### src/hdl/kmeg_pkg.sv
// ----------------------------------------------------------------------------
// Key matrix event generator package
// Shared payload types, control groups, register indexes and the keymap ROMs.
// ----------------------------------------------------------------------------
package kmeg_pkg;

  // Fixed geometry of the snapshot and of the keymap tables.
  localparam int MATRIX_BITS = 56;
  localparam int CNT_W       = 6;
  localparam int MAP_ROWS    = 8;
  localparam int MAP_COLS    = 7;

  // Key codes with a meaning of their own.
  localparam logic [7:0] CODE_NONE    = 8'h00;
  localparam logic [7:0] CODE_FN      = 8'hF0;
  localparam logic [7:0] CODE_SPECIAL = 8'hF0;

  // Configuration register indexes.
  localparam logic [1:0] REG_DEBOUNCE_INTERVAL = 2'd0;
  localparam logic [1:0] REG_REPEAT_ENABLE     = 2'd1;
  localparam logic [1:0] REG_REPEAT_DELAY      = 2'd2;
  localparam logic [1:0] REG_REPEAT_PERIOD     = 2'd3;

  // Configuration reset values.
  localparam logic [15:0] DEBOUNCE_RESET = 16'd20;
  localparam logic [15:0] DELAY_RESET    = 16'd500;
  localparam logic [15:0] PERIOD_RESET   = 16'd50;

  // One polling pass.
  typedef struct packed {
    logic [31:0]            now_ms;
    logic [MATRIX_BITS-1:0] key_matrix;
  } input_t;

  // One key event as it leaves the block.
  typedef struct packed {
    logic [7:0] key_code;
    logic [2:0] modifier_bits;
    logic       is_press;
    logic       special_key;
    logic       last_of_run;
  } result_t;

  // An event before its run position is known.
  typedef struct packed {
    logic [7:0] key_code;
    logic [2:0] modifier_bits;
    logic       is_press;
  } event_t;

  // Candidate produced by the serial matrix walk for the current position.
  typedef struct packed {
    logic       valid;
    logic [7:0] code;
    logic       press;
  } scan_cand_t;

  // Control of the serial matrix walk.
  typedef struct packed {
    logic load;
    logic step;
  } scan_ctrl_t;

  // Control and status of the output buffer.
  typedef struct packed {
    logic push;
    logic flush;
  } ob_ctrl_t;

  typedef struct packed {
    logic stall;
    logic flush_done;
  } ob_stat_t;

  // Normal keymap, row-major.
  localparam logic [7:0] MAP_PLAIN [MAP_ROWS][MAP_COLS] = '{
    '{8'h35, 8'h1E, 8'h1F, 8'h20, 8'h21, 8'h22, 8'h23},
    '{8'h24, 8'h25, 8'h26, 8'h27, 8'h2D, 8'h2E, 8'h2A},
    '{8'h2B, 8'h14, 8'h1A, 8'h08, 8'h15, 8'h17, 8'h1C},
    '{8'h18, 8'h0C, 8'h12, 8'h13, 8'h2F, 8'h30, 8'h31},
    '{8'hF0, 8'h04, 8'h16, 8'h07, 8'h09, 8'h0A, 8'h0B},
    '{8'h0D, 8'h0E, 8'h0F, 8'h33, 8'h34, 8'h28, 8'h00},
    '{8'h00, 8'h1D, 8'h1B, 8'h06, 8'h19, 8'h05, 8'h11},
    '{8'h10, 8'h36, 8'h37, 8'h38, 8'h00, 8'h2C, 8'h00}
  };

  // FN layer; an empty entry falls back to the normal keymap.
  localparam logic [7:0] MAP_FN [MAP_ROWS][MAP_COLS] = '{
    '{8'h29, 8'h3A, 8'h3B, 8'h3C, 8'h3D, 8'h3E, 8'h3F},
    '{8'h40, 8'h41, 8'h42, 8'h43, 8'h44, 8'h45, 8'h4C},
    '{8'h00, 8'h00, 8'h52, 8'h00, 8'h00, 8'h00, 8'h4A},
    '{8'h4D, 8'h00, 8'h00, 8'h4B, 8'h00, 8'h00, 8'h00},
    '{8'hF0, 8'h50, 8'h51, 8'h4F, 8'h4E, 8'h00, 8'h00},
    '{8'h00, 8'h00, 8'h00, 8'h00, 8'h00, 8'h00, 8'h00},
    '{8'h00, 8'h00, 8'h00, 8'h00, 8'h00, 8'h00, 8'h00},
    '{8'hF1, 8'hF2, 8'hF3, 8'h00, 8'h00, 8'h00, 8'h00}
  };

  // Keymap lookup. Modifier positions and the column beyond the table are empty.
  function automatic logic [7:0] keymap_lookup(input logic [2:0] row,
                                               input logic [2:0] col,
                                               input logic       fn);
    logic       is_mod;
    logic [7:0] code;
    is_mod = (row == 3'd6 && col == 3'd0) || (row == 3'd7 && col == 3'd4) ||
             (row == 3'd7 && col == 3'd6);
    code = CODE_NONE;
    if (col != 3'd7 && !is_mod) begin
      if (fn && MAP_FN[row][col] != CODE_NONE) begin
        code = MAP_FN[row][col];
      end else begin
        code = MAP_PLAIN[row][col];
      end
    end
    return code;
  endfunction

endpackage

### src/hdl/key_matrix_event_generator.sv
// ----------------------------------------------------------------------------
// Key matrix event generator
// Debounced key matrix scanner with FN layer, modifiers and auto-repeat.
// ----------------------------------------------------------------------------
// One polling pass is taken at a time. A pass that fails the debounce check
// skips the walk; an accepted pass walks the 56-bit snapshot one bit per
// cycle through a serial shift register, stalling while an event finds the
// output register full. Events leave in row-major key order, any auto-repeat
// press last, and the final event of a pass carries last_of_run. The next pass
// is taken once the last event of the previous one sits in the output register.
module key_matrix_event_generator #(
  parameter int ROWS = 8,
  parameter int COLS = 7
) (
  input  logic                 clk,
  input  logic                 rst,
  input  logic                 in_valid,
  output logic                 in_ready,
  input  kmeg_pkg::input_t     in_data,
  output logic                 out_valid,
  input  logic                 out_ready,
  output kmeg_pkg::result_t    out_data,
  input  logic                 cfg_write,
  input  logic [1:0]           cfg_index,
  input  logic [15:0]          cfg_data
);

  // Fixed key positions, present only when the matrix reaches them.
  localparam bit CTRL_OK  = (7 < ROWS) && (4 < COLS) && (7 * COLS + 4 < 56);
  localparam bit SHIFT_OK = (6 < ROWS) && (0 < COLS) && (6 * COLS < 56);
  localparam bit ALT_OK   = (7 < ROWS) && (6 < COLS) && (7 * COLS + 6 < 56);
  localparam bit FN_OK    = (4 < ROWS) && (0 < COLS) && (4 * COLS < 56);
  localparam int CTRL_IDX  = CTRL_OK  ? 7 * COLS + 4 : 0;
  localparam int SHIFT_IDX = SHIFT_OK ? 6 * COLS     : 0;
  localparam int ALT_IDX   = ALT_OK   ? 7 * COLS + 6 : 0;
  localparam int FN_IDX    = FN_OK    ? 4 * COLS     : 0;

  typedef enum logic [2:0] {
    ST_IDLE,
    ST_CHECK,
    ST_SCAN,
    ST_REP_DELAY,
    ST_REP_PERIOD,
    ST_FLUSH
  } state_t;

  state_t state;

  // Configuration registers.
  logic [15:0] debounce_interval;
  logic        repeat_enable;
  logic [15:0] repeat_delay;
  logic [15:0] repeat_period;

  // Pass state.
  kmeg_pkg::input_t in_reg;
  logic [31:0]      last_accept_time;
  logic             fn_held;
  logic [2:0]       held_modifiers;
  logic [7:0]       repeating_code;
  logic [31:0]      repeat_start;
  logic [31:0]      last_repeat_stamp;

  kmeg_pkg::scan_ctrl_t scan_ctrl;
  kmeg_pkg::scan_cand_t cand;
  logic                 last_pos;
  kmeg_pkg::ob_ctrl_t   ob_ctrl;
  kmeg_pkg::ob_stat_t   ob_stat;
  kmeg_pkg::event_t     push_ev;

  logic [2:0]  mods_now;
  logic        fn_now;
  logic        debounce_ok;
  logic        delay_ok;
  logic        period_ok;
  logic        scan_push;
  logic        rep_push;

  // Handshake, timer compares and event selection.
  always_comb begin
    in_ready    = state == ST_IDLE;
    mods_now    = {ALT_OK   && in_reg.key_matrix[ALT_IDX[5:0]],
                   SHIFT_OK && in_reg.key_matrix[SHIFT_IDX[5:0]],
                   CTRL_OK  && in_reg.key_matrix[CTRL_IDX[5:0]]};
    fn_now      = FN_OK && in_reg.key_matrix[FN_IDX[5:0]];
    debounce_ok = (in_reg.now_ms - last_accept_time) >= {16'd0, debounce_interval};
    delay_ok    = repeat_enable && (repeating_code != kmeg_pkg::CODE_NONE) &&
                  ((in_reg.now_ms - repeat_start) >= {16'd0, repeat_delay});
    period_ok   = (last_repeat_stamp == 32'd0) ||
                  ((in_reg.now_ms - last_repeat_stamp) >= {16'd0, repeat_period});

    scan_ctrl.load = in_valid && in_ready;
    scan_ctrl.step = (state == ST_SCAN) && !(cand.valid && ob_stat.stall);
    scan_push      = scan_ctrl.step && cand.valid;
    rep_push       = (state == ST_REP_PERIOD) && period_ok && !ob_stat.stall;

    ob_ctrl.push  = scan_push || rep_push;
    ob_ctrl.flush = state == ST_FLUSH;

    if (state == ST_SCAN) begin
      push_ev = '{key_code: cand.code, modifier_bits: held_modifiers,
                  is_press: cand.press};
    end else begin
      push_ev = '{key_code: repeating_code, modifier_bits: held_modifiers,
                  is_press: 1'b1};
    end
  end

  // Configuration writes.
  always_ff @(posedge clk) begin
    if (rst) begin
      debounce_interval <= kmeg_pkg::DEBOUNCE_RESET;
      repeat_enable     <= 1'b1;
      repeat_delay      <= kmeg_pkg::DELAY_RESET;
      repeat_period     <= kmeg_pkg::PERIOD_RESET;
    end else if (cfg_write) begin
      case (cfg_index)
        kmeg_pkg::REG_DEBOUNCE_INTERVAL: debounce_interval <= cfg_data;
        kmeg_pkg::REG_REPEAT_ENABLE:     repeat_enable     <= cfg_data[0];
        kmeg_pkg::REG_REPEAT_DELAY:      repeat_delay      <= cfg_data;
        kmeg_pkg::REG_REPEAT_PERIOD:     repeat_period     <= cfg_data;
        default: ;
      endcase
    end
  end

  // Captured polling pass.
  always_ff @(posedge clk) begin
    if (in_valid && in_ready) begin
      in_reg <= in_data;
    end
  end

  // Pass sequencer with debounce, modifier and auto-repeat state.
  always_ff @(posedge clk) begin
    if (rst) begin
      state             <= ST_IDLE;
      last_accept_time  <= '0;
      fn_held           <= 1'b0;
      held_modifiers    <= '0;
      repeating_code    <= kmeg_pkg::CODE_NONE;
      repeat_start      <= '0;
      last_repeat_stamp <= '0;
    end else begin
      case (state)
        ST_IDLE: begin
          if (in_valid) begin
            state <= ST_CHECK;
          end
        end
        ST_CHECK: begin
          if (debounce_ok) begin
            held_modifiers   <= mods_now;
            fn_held          <= fn_now;
            last_accept_time <= in_reg.now_ms;
            state            <= ST_SCAN;
          end else begin
            state <= ST_REP_DELAY;
          end
        end
        ST_SCAN: begin
          if (scan_push) begin
            if (cand.press && repeat_enable) begin
              repeating_code    <= cand.code;
              repeat_start      <= in_reg.now_ms;
              last_repeat_stamp <= '0;
            end else if (!cand.press && cand.code == repeating_code) begin
              repeating_code <= kmeg_pkg::CODE_NONE;
            end
          end
          if (scan_ctrl.step && last_pos) begin
            state <= ST_REP_DELAY;
          end
        end
        ST_REP_DELAY: begin
          state <= delay_ok ? ST_REP_PERIOD : ST_FLUSH;
        end
        ST_REP_PERIOD: begin
          if (!period_ok) begin
            state <= ST_FLUSH;
          end else if (rep_push) begin
            last_repeat_stamp <= in_reg.now_ms;
            state             <= ST_FLUSH;
          end
        end
        ST_FLUSH: begin
          if (ob_stat.flush_done) begin
            state <= ST_IDLE;
          end
        end
        default: state <= ST_IDLE;
      endcase
    end
  end

  kmeg_scan #(
    .ROWS (ROWS),
    .COLS (COLS)
  ) u_scan (
    .clk      (clk),
    .rst      (rst),
    .ctrl     (scan_ctrl),
    .matrix   (in_data.key_matrix),
    .fn       (fn_held),
    .cand     (cand),
    .last_pos (last_pos)
  );

  kmeg_outbuf u_outbuf (
    .clk       (clk),
    .rst       (rst),
    .ctrl      (ob_ctrl),
    .push_ev   (push_ev),
    .stat      (ob_stat),
    .out_valid (out_valid),
    .out_ready (out_ready),
    .out_data  (out_data)
  );

  // An event is never pushed while the held event cannot move out.
  a_no_push_on_stall: assert property (@(posedge clk) disable iff (rst)
    !(ob_ctrl.push && ob_stat.stall))
    else $error("event pushed while output buffer stalled");

  // Between passes no event is held back.
  a_idle_buffer_empty: assert property (@(posedge clk) disable iff (rst)
    (state == ST_IDLE) |-> !ob_stat.stall)
    else $error("held event left over between passes");

  // Only one pass is in work at a time.
  a_one_pass: assert property (@(posedge clk) disable iff (rst)
    (in_valid && in_ready) |=> !in_ready)
    else $error("new pass taken while one is in work");

  // The FN key itself never becomes the repeating key.
  a_no_fn_repeat: assert property (@(posedge clk) disable iff (rst)
    repeating_code != kmeg_pkg::CODE_FN)
    else $error("FN code selected for auto-repeat");

endmodule

### src/hdl/kmeg_scan.sv
// ----------------------------------------------------------------------------
// Key matrix serial walk
// Shifts the new and previous snapshots one bit per cycle while stepped and
// looks up the key event for the position under the head.
// ----------------------------------------------------------------------------
module kmeg_scan #(
  parameter int ROWS = 8,
  parameter int COLS = 7
) (
  input  logic                                clk,
  input  logic                                rst,
  input  kmeg_pkg::scan_ctrl_t                ctrl,
  input  logic [kmeg_pkg::MATRIX_BITS-1:0]    matrix,
  input  logic                                fn,
  output kmeg_pkg::scan_cand_t                cand,
  output logic                                last_pos
);

  localparam int                    POS_COUNT = ROWS * COLS;
  localparam logic [2:0]            COL_LAST  = 3'(COLS - 1);
  localparam logic [kmeg_pkg::CNT_W-1:0] CNT_LAST =
    kmeg_pkg::CNT_W'(kmeg_pkg::MATRIX_BITS - 1);

  logic [kmeg_pkg::MATRIX_BITS-1:0] cur_sh;
  logic [kmeg_pkg::MATRIX_BITS-1:0] prev_sh;
  logic [kmeg_pkg::CNT_W-1:0]       bit_cnt;
  logic [2:0]                       row;
  logic [2:0]                       col;
  logic                             pos_valid;
  logic [7:0]                       code;

  // Event candidate for the current position.
  always_comb begin
    pos_valid  = 32'(bit_cnt) < POS_COUNT;
    code       = kmeg_pkg::keymap_lookup(row, col, fn);
    cand.valid = pos_valid && (cur_sh[0] != prev_sh[0]) &&
                 (code != kmeg_pkg::CODE_NONE) && (code != kmeg_pkg::CODE_FN);
    cand.code  = code;
    cand.press = cur_sh[0];
    last_pos   = bit_cnt == CNT_LAST;
  end

  // Previous snapshot and position counters. The new snapshot shifts into the
  // previous one, so after a full walk it holds the accepted snapshot.
  always_ff @(posedge clk) begin
    if (rst) begin
      prev_sh <= '0;
      bit_cnt <= '0;
      row     <= '0;
      col     <= '0;
    end else if (ctrl.load) begin
      bit_cnt <= '0;
      row     <= '0;
      col     <= '0;
    end else if (ctrl.step) begin
      prev_sh <= {cur_sh[0], prev_sh[kmeg_pkg::MATRIX_BITS-1:1]};
      bit_cnt <= bit_cnt + 1'b1;
      if (col == COL_LAST) begin
        col <= '0;
        row <= row + 1'b1;
      end else begin
        col <= col + 1'b1;
      end
    end
  end

  // New snapshot shift register.
  always_ff @(posedge clk) begin
    if (ctrl.load) begin
      cur_sh <= matrix;
    end else if (ctrl.step) begin
      cur_sh <= {1'b0, cur_sh[kmeg_pkg::MATRIX_BITS-1:1]};
    end
  end

endmodule

### src/hdl/kmeg_outbuf.sv
// ----------------------------------------------------------------------------
// Key event output buffer
// Holds one event back until the next one, or the end of the pass, shows
// whether it closes the run, then presents it in the output register.
// ----------------------------------------------------------------------------
module kmeg_outbuf (
  input  logic                  clk,
  input  logic                  rst,
  input  kmeg_pkg::ob_ctrl_t    ctrl,
  input  kmeg_pkg::event_t      push_ev,
  output kmeg_pkg::ob_stat_t    stat,
  output logic                  out_valid,
  input  logic                  out_ready,
  output kmeg_pkg::result_t     out_data
);

  kmeg_pkg::event_t pend;
  logic             pend_valid;
  logic             push_ok;

  // The output register can take a new event when empty or being drained.
  always_comb begin
    push_ok         = !out_valid || out_ready;
    stat.stall      = pend_valid && !push_ok;
    stat.flush_done = ctrl.flush && (!pend_valid || push_ok);
  end

  // Control: pending and output valid flags.
  always_ff @(posedge clk) begin
    if (rst) begin
      pend_valid <= 1'b0;
      out_valid  <= 1'b0;
    end else begin
      if ((ctrl.push && pend_valid) || (ctrl.flush && pend_valid && push_ok)) begin
        out_valid <= 1'b1;
      end else if (out_valid && out_ready) begin
        out_valid <= 1'b0;
      end
      if (ctrl.push) begin
        pend_valid <= 1'b1;
      end else if (ctrl.flush && pend_valid && push_ok) begin
        pend_valid <= 1'b0;
      end
    end
  end

  // Payload: the held event moves out, marked last only on a flush.
  always_ff @(posedge clk) begin
    if (ctrl.push) begin
      if (pend_valid) begin
        out_data <= '{key_code:      pend.key_code,
                      modifier_bits: pend.modifier_bits,
                      is_press:      pend.is_press,
                      special_key:   pend.key_code >= kmeg_pkg::CODE_SPECIAL,
                      last_of_run:   1'b0};
      end
      pend <= push_ev;
    end else if (ctrl.flush && pend_valid && push_ok) begin
      out_data <= '{key_code:      pend.key_code,
                    modifier_bits: pend.modifier_bits,
                    is_press:      pend.is_press,
                    special_key:   pend.key_code >= kmeg_pkg::CODE_SPECIAL,
                    last_of_run:   1'b1};
    end
  end

endmodule

### config.mk
export PLATFORM = sky130hd
export DESIGN_NAME = key_matrix_event_generator
export DESIGN_NICKNAME = d
export VERILOG_FILES = /design/src/hdl/kmeg_pkg.sv /design/src/hdl/key_matrix_event_generator.sv /design/src/hdl/kmeg_scan.sv /design/src/hdl/kmeg_outbuf.sv
export SDC_FILE = /design/constraint.sdc
export NUM_CORES = 1
export LEC_CHECK = 0
export BUFFER_PORTS_ARGS = -buffer_cell sky130_fd_sc_hd__buf_4
export CAP_MARGIN = 10
export CORE_UTILIZATION = 55
export DETAILED_ROUTE_END_ITERATION = 8
export PLACE_DENSITY = 0.73
export SYNTH_ARGS = -nofsm -noshare
export SYNTH_HDL_FRONTEND = slang
export SYNTH_SLANG_ARGS = --single-unit
### constraint.sdc
create_clock -name clk -period 10 [get_ports clk]
set_input_delay 0.5 -clock clk [delete_from_list [all_inputs] [get_ports clk]]
set_output_delay 0.5 -clock clk [all_outputs]
set_load 0.03 [all_outputs]
== Word-level counts from Yosys, hierarchy flattened ==
Memory sizes are Yosys's and may differ from the RTL's.
Cells that the tools add are included.

* Bits in registers: 400
* ROM bits: 896
* Input bits: 111
* Output and inout bits: 16
* Logic and storage cells: 174
* Memories kept: 2

{| class="wikitable"
|+ Memory list
! memory !! depth !! bits a word !! read ports !! clocked after memory_dff !! write ports !! RTL line !! RTL
|-
| (name not given) || 8 || 56 || 1 || 0 || 0 || kmeg_pkg.sv:112 || <nowiki>code = MAP_PLAIN[row][col];</nowiki>
|-
| (name not given) || 8 || 56 || 1 || 0 || 0 || kmeg_pkg.sv:109 || <nowiki>if (fn && MAP_FN[row][col] != CODE_NONE) begin</nowiki>
|}

* $add $sub $neg: 6
* $lt $le $gt $ge: 7
* Equal/unequal tests: 26
* Mux-type cells: 38
* Bitwise gates (word level): 3
* Reductions and logical operators: 64

{| class="wikitable"
|+ Operators by type and width
! cell !! count
|-
| $mux W56 || 6
|-
| $mux W32 || 4
|-
| $ge A32 B16 Y1 || 3
|-
| $sub A32 B32 Y32 || 3
|-
| $mux W8 || 8
|-
| $pmux W32 S2 || 1
|-
| $bmux W8 S3 || 2
|-
| $mux W14 || 3
|-
| $logic_not A32 Y1 || 1
|-
| $logic_and A1 B1 Y1 || 25
|-
| $reduce_bool A8 Y1 || 3
|-
| $eq A3 B3 Y1 const B || 6
|-
| $mux W3 || 6
|-
| $pmux W3 S6 || 1
|-
| $reduce_and A2 Y1 || 8
|-
| $mux W12 || 1
|-
| $ne A2 B2 Y1 const B || 6
|-
| $reduce_bool A2 Y1 || 5
|-
| $eq A8 B8 Y1 || 1
|-
| $ge A4 B4 Y1 const B || 2
|-
| $ge A8 B8 Y1 const B || 1
|-
| $ne A8 B8 Y1 const B || 1
|-
| $not A3 Y4 || 2
|-
| $logic_not A1 Y1 || 7
|-
| 20 further kinds || 38
|}

== Longest topological paths before layout ==
* Word-level depth: 22
* Gate-level depth with buffers: 26
* Mapped depth without buffers: 24

== By module ==
Synthesis repeated with hierarchy kept, for this count alone.

* Cell total of the unflattened synthesis: 2,503
* Area, all modules: 21,563.2 sq um

{| class="wikitable"
|+ Modules (own cells, without submodules)
! module !! times used !! cells each !! area each (sq um) !! seq. area each (sq um)
|-
| key_matrix_event_generator || 1 || 1,807 || 14,204.9 || 4,284.1
|-
| kmeg_scan || 1 || 655 || 6,448.7 || 3,042.9
|-
| kmeg_outbuf || 1 || 41 || 909.6 || 820.8
|}

== Worst setup path before layout ==
No wires, ideal clock.

* Kind: flip-flop to flip-flop
* From: reg in_reg[57] in the netlist's numbering
* To: reg u_outbuf.out_data[0] (netlist name)
* Library setup time: 427 ps
* Data arrival time: 4,751 ps
* Required time: 9,573 ps
* Slack: 4,822 ps
* Cell stages (with the launch flop): 23
* Path buffers: 1
* Clock period less this slack: 5,178 ps
* Path through: edfxtp_1 ha_1 nand2b_1 a21oi_1 a31oi_1 a21boi_0 o21a_1 nor2_1 o21bai_1 a21oi_1 xnor2_1 ha_1 nand3_1 nand2_1 a2111oi_0 nand4_1 a2111oi_0 nand4_1 nor4_1 a21o_1 and2_0 clkbuf_1 a21boi_0

* Cells in the longest elaborated chain, start to end: 8
* Elaborated cells on any way between the ends: 9
* Classes of those cells: add/sub: 1; order compare: 1; eq/ne: 1; reduce/logical: 6

{| class="wikitable"
|+ RTL lines
! element !! RTL line !! RTL
|-
| from (decl) || key_matrix_event_generator.sv:56 || <nowiki>kmeg_pkg::input_t in_reg;</nowiki>
|-
| from (signal assigned) || key_matrix_event_generator.sv:130 || <nowiki>in_reg <= in_data;</nowiki>
|-
| $sub A32 B32 Y32 (*) || key_matrix_event_generator.sv:90 || <nowiki>((in_reg.now_ms - last_repeat_stamp) >= {16'd0, repeat_period});</nowiki>
|-
| $ge A32 B16 Y1 (*) || key_matrix_event_generator.sv:90 ||
|-
| $logic_or A1 B1 Y1 (*) || key_matrix_event_generator.sv:89 || <nowiki>period_ok = (last_repeat_stamp == 32'd0) ||</nowiki>
|-
| $logic_and A1 B1 Y1 (*) (2 in series) || key_matrix_event_generator.sv:95 || <nowiki>rep_push = (state == ST_REP_PERIOD) && period_ok && !ob_stat.stall;</nowiki>
|-
| $logic_or A1 B1 Y1 (*) || key_matrix_event_generator.sv:97 || <nowiki>ob_ctrl.push = scan_push || rep_push;</nowiki>
|-
| $ne A2 B2 Y1 (no source line) or $reduce_bool A2 Y1 (tied branches) || n/a ||
|-
| $reduce_and A2 Y1 (no source line) (*) || n/a ||
|}

Every way passes the cells marked *; elsewhere a longest branch is shown, timed or not.
A chain may end at the register's enable or synchronous reset.

==> summary.md <==
| Metric | Value |
|---|---|
| Routability cong. | 0.984 |
| Place WS | between 4 and 5 ns |
| Fmax | around 170 MHz |
| Dpl cell area | between 0.02 and 0.025 mm^2 |
| WS Path Type | flip-flop to flip-flop |
| Sequential fraction of the synthesis area | 0.375 |
| # clock sinks | 348 |
| Post-CTS setup buffers | 0 |
| Cell area after layout | 0.0242 mm^2 |
| Area Overhead vs Synth | 11.1% |
| Inserted Clock Buffers | 39 |
| Clk pwr share | 0.242 |
| FF+latch count, synth | 348 |
| # diodes | 0 |
| Fin. Hold Viols | 0 |
| Unrepaired setup endpoints after global routing | false |
| Largest net degree at the start of global routing | 110 |
| CTS Root Cell | clkbuf_16 |
| Via count | 17700 |
| Slowest cell on crit path | a21boi_0 |
| Number of enable flip-flop cells after synthesis | 118 |
| Min setup slack post-route | 4.08 ns |
| Share of cells above drive strength 1 | 0.122 |
| HPWL after DPL | between 40000 and 50000 um |
| Post-route DRC | 0 |
| Die Ht | 201 um |
| Finish-stage setup viols | 0 |
| Worst-Margin Slew | approximately 1.1 ns |
| Core area | between 0.03 and 0.04 mm^2 |
| Initial antenna violation count | 1 |
| Max-slew violation count | 0 |
| NetSw | 2.23 mW |
| Routed wire length per instance | 18.1 um |
| Netlist Area Pre-Place | 0.0217 mm^2 |
| Power density cells | 245 mW/mm^2 |
| Total routed wirelength | 54700 um |
| Asr flop ratio synth | 0 |
| Avg Cell Area, Syn | around 9.0 um^2 |
| Clk buf depth | 3 |
| Vias in the first global route | 16600 |
| DR vias/cell | 5.85 |
| Period utilization | 0.592 |
| Syn Inst Count | about 2400 |
| GRT overflow | 0 |
| Synthesis warning total | 0 |
| Synth Net Count | 2698 |
| Row cnt | 72 |
| CTS hold repair buffers | 0 |
| Clock skew | 0.0205 ns |
| Worst setup SP type | flip-flop |
| Sequential share of power | 0.332 |
| Clock Latency Late Sink | 0.56 ns |
| Final hold slack | 0.113 ns |
| Most frequent cells in the layout | nand2_1 (238), nor2_1 (236), dfxtp_1 (230), a21oi_1 (186), inv_1 (180) |
| Arrival @ worst endpoint | 6.14 ns |
| Critical Path Sink Type | flip-flop |
| Critical Path RT | 10.22 ns |
| Synth Flop Type | dfxtp_1 |
| CTS clk-pin slew, worst paths | approximately 0.060 ns |
| Antenna viol nets, final | 0 |
| Starting density of the core | 0.560 |
| CTS tree | yes |
| Netlist cell types | 97 |
| Status | finished, final reports clean |
| CP max stage delay | 0.60 ns |
| Nets | 2751 |
| PortBufs | 126 |
| P_int | 3.67 mW |
| Post-CTS sizing | 0 |
| CP Cell Sequence | ha_1, nand2b_1, a21oi_1, a31oi_1, a21boi_0, o21a_1, nor2_1, o21bai_1, a21oi_1, xnor2_1, ha_1, nand3_1, nand2_1, a2111oi_0, nand4_1, a2111oi_0, nand4_1, nor4_1, a21o_1, and2_0, inv_1 |
| Crit path time final | a little under 6 ns |
| Final core occ | 0.622 |
| Class of the tightest hold or removal check | primary input to flip-flop |
| Setup tns final | 0 ns |
| Comb power frac | 0.426 |
| H-tree depth | 2 |
| CP max FO | 12 |
| First-pass GRT wire length | 88300 um |
| Die width | 201 um |
| DR iter-0 viols | 1301 |
| Most common cell after layout, fill and taps aside | nand2_1 |
| DIE AREA | 0.0403 mm^2 |
| Worst VDD drop | ~0.00018 V |
| Net Sw Frac | 0.378 |
| Slew Limit Headroom | 0.230 |
| Global Route Usage Sum | 0.270 |
| DR pass1 iterations | 5 |
| I/O pin count | 127 |
| LEAKAGE | roughly 9 nW |
| Max-cap violations | 0 |
worst max-delay path: cells and delay by family (launching register included):
kind,cells,cell delay (ns)
adder cells (fa/ha/maj),2,0.66
XOR/XNOR,1,0.14
buffers and inverters,1,0.29
AND/OR/NAND/NOR,8,1.24
AO/OA/AOI/OAI,9,2.68
flip-flops,1,0.56
path summary, 6_finish.rpt:
path | from | endpoint | slack, ns | depth (start not counted)
setup / recovery | in_reg[57] | u_outbuf.pend[4] | 4.08 | 21
hold / removal | in_data[72] | in_reg[72] | 0.11 | 1
setup reg to reg | in_reg[57] | u_outbuf.pend[4] | 4.08 | 21
hold reg to reg | u_outbuf.pend[4] | u_outbuf.out_data[6] | 0.41 | 0
per-layer routing:
metal	wire length [um]	GRT usage	share of wire
met1	25600	0.383	0.47
met2	24200	0.415	0.44
met3	3580	0.0554	0.065
met4	1290	0.0780	0.023
met5	10	0	0.00018
cells by family after synthesis:
logic type      count (synthesis)  share of synthesized area
compound gates                531                      0.162
xor+xnor                       77                     0.0314
fa+ha+maj                     158                     0.0923
buf+inv                       309                     0.0589
flops                         348                      0.375
mux                           239                      0.114
simple gates                  767                      0.166
cells in the mapped netlist (all sizes together) (9+ instances only):
cell,n,area share
a211o,11,0.0044
a211oi,27,0.0098
a21boi,9,0.0031
a21o,41,0.014
a21oi,186,0.043
a31oi,13,0.0037
and3,14,0.0040
buf,41,0.013
clkbuf,87,0.015
dfxtp,230,0.21
edfxtp,118,0.16
ha,154,0.089
inv,180,0.031
mux2,61,0.032
mux2i,177,0.081
nand2,238,0.041
nand2b,64,0.018
nand3,34,0.0078
nand3b,18,0.0062
nand4,34,0.0098
nor2,238,0.042
nor2b,29,0.0083
nor3,26,0.0062
nor4,19,0.0055
o211ai,25,0.0093
o21a,16,0.0055
o21ai,90,0.021
o21bai,9,0.0031
o31ai,15,0.0060
or2,15,0.0043
or3,11,0.0032
xnor2,40,0.016
xor2,37,0.015
through the flow:
stage / std cells / power (mW)
2_1_floorplan: 2429 / 3.83
3_3_place_gp: 2959 / 4.41
3_5_place_dp: 2959 / 4.46
4_1_cts: 3030 / 5.91
5_1_grt: 3030 / 6.29
6_report: 3030 / 5.91
power by group through the flow:
stage,clock network (mW),registers (mW),logic (mW)
final,1.43,1.96,2.51
after global routing,1.52,1.99,2.77
after CTS,1.46,1.97,2.48
after detailed placement,0,1.99,2.47
after global placement,0,1.98,2.42
after floorplan,0,1.92,1.92
cell type report:
class                      instances  area (um^2)
clock buffer                      52         1120
clock inverter                    19          166
fill                            3288        14700
inverter                         181          679
multi-input combinational       1772        12300
sequential                       348         8150
tap                              518          648
timing repair buffer             140         1050
No activity file was read; power rests on OpenSTA's default activity.
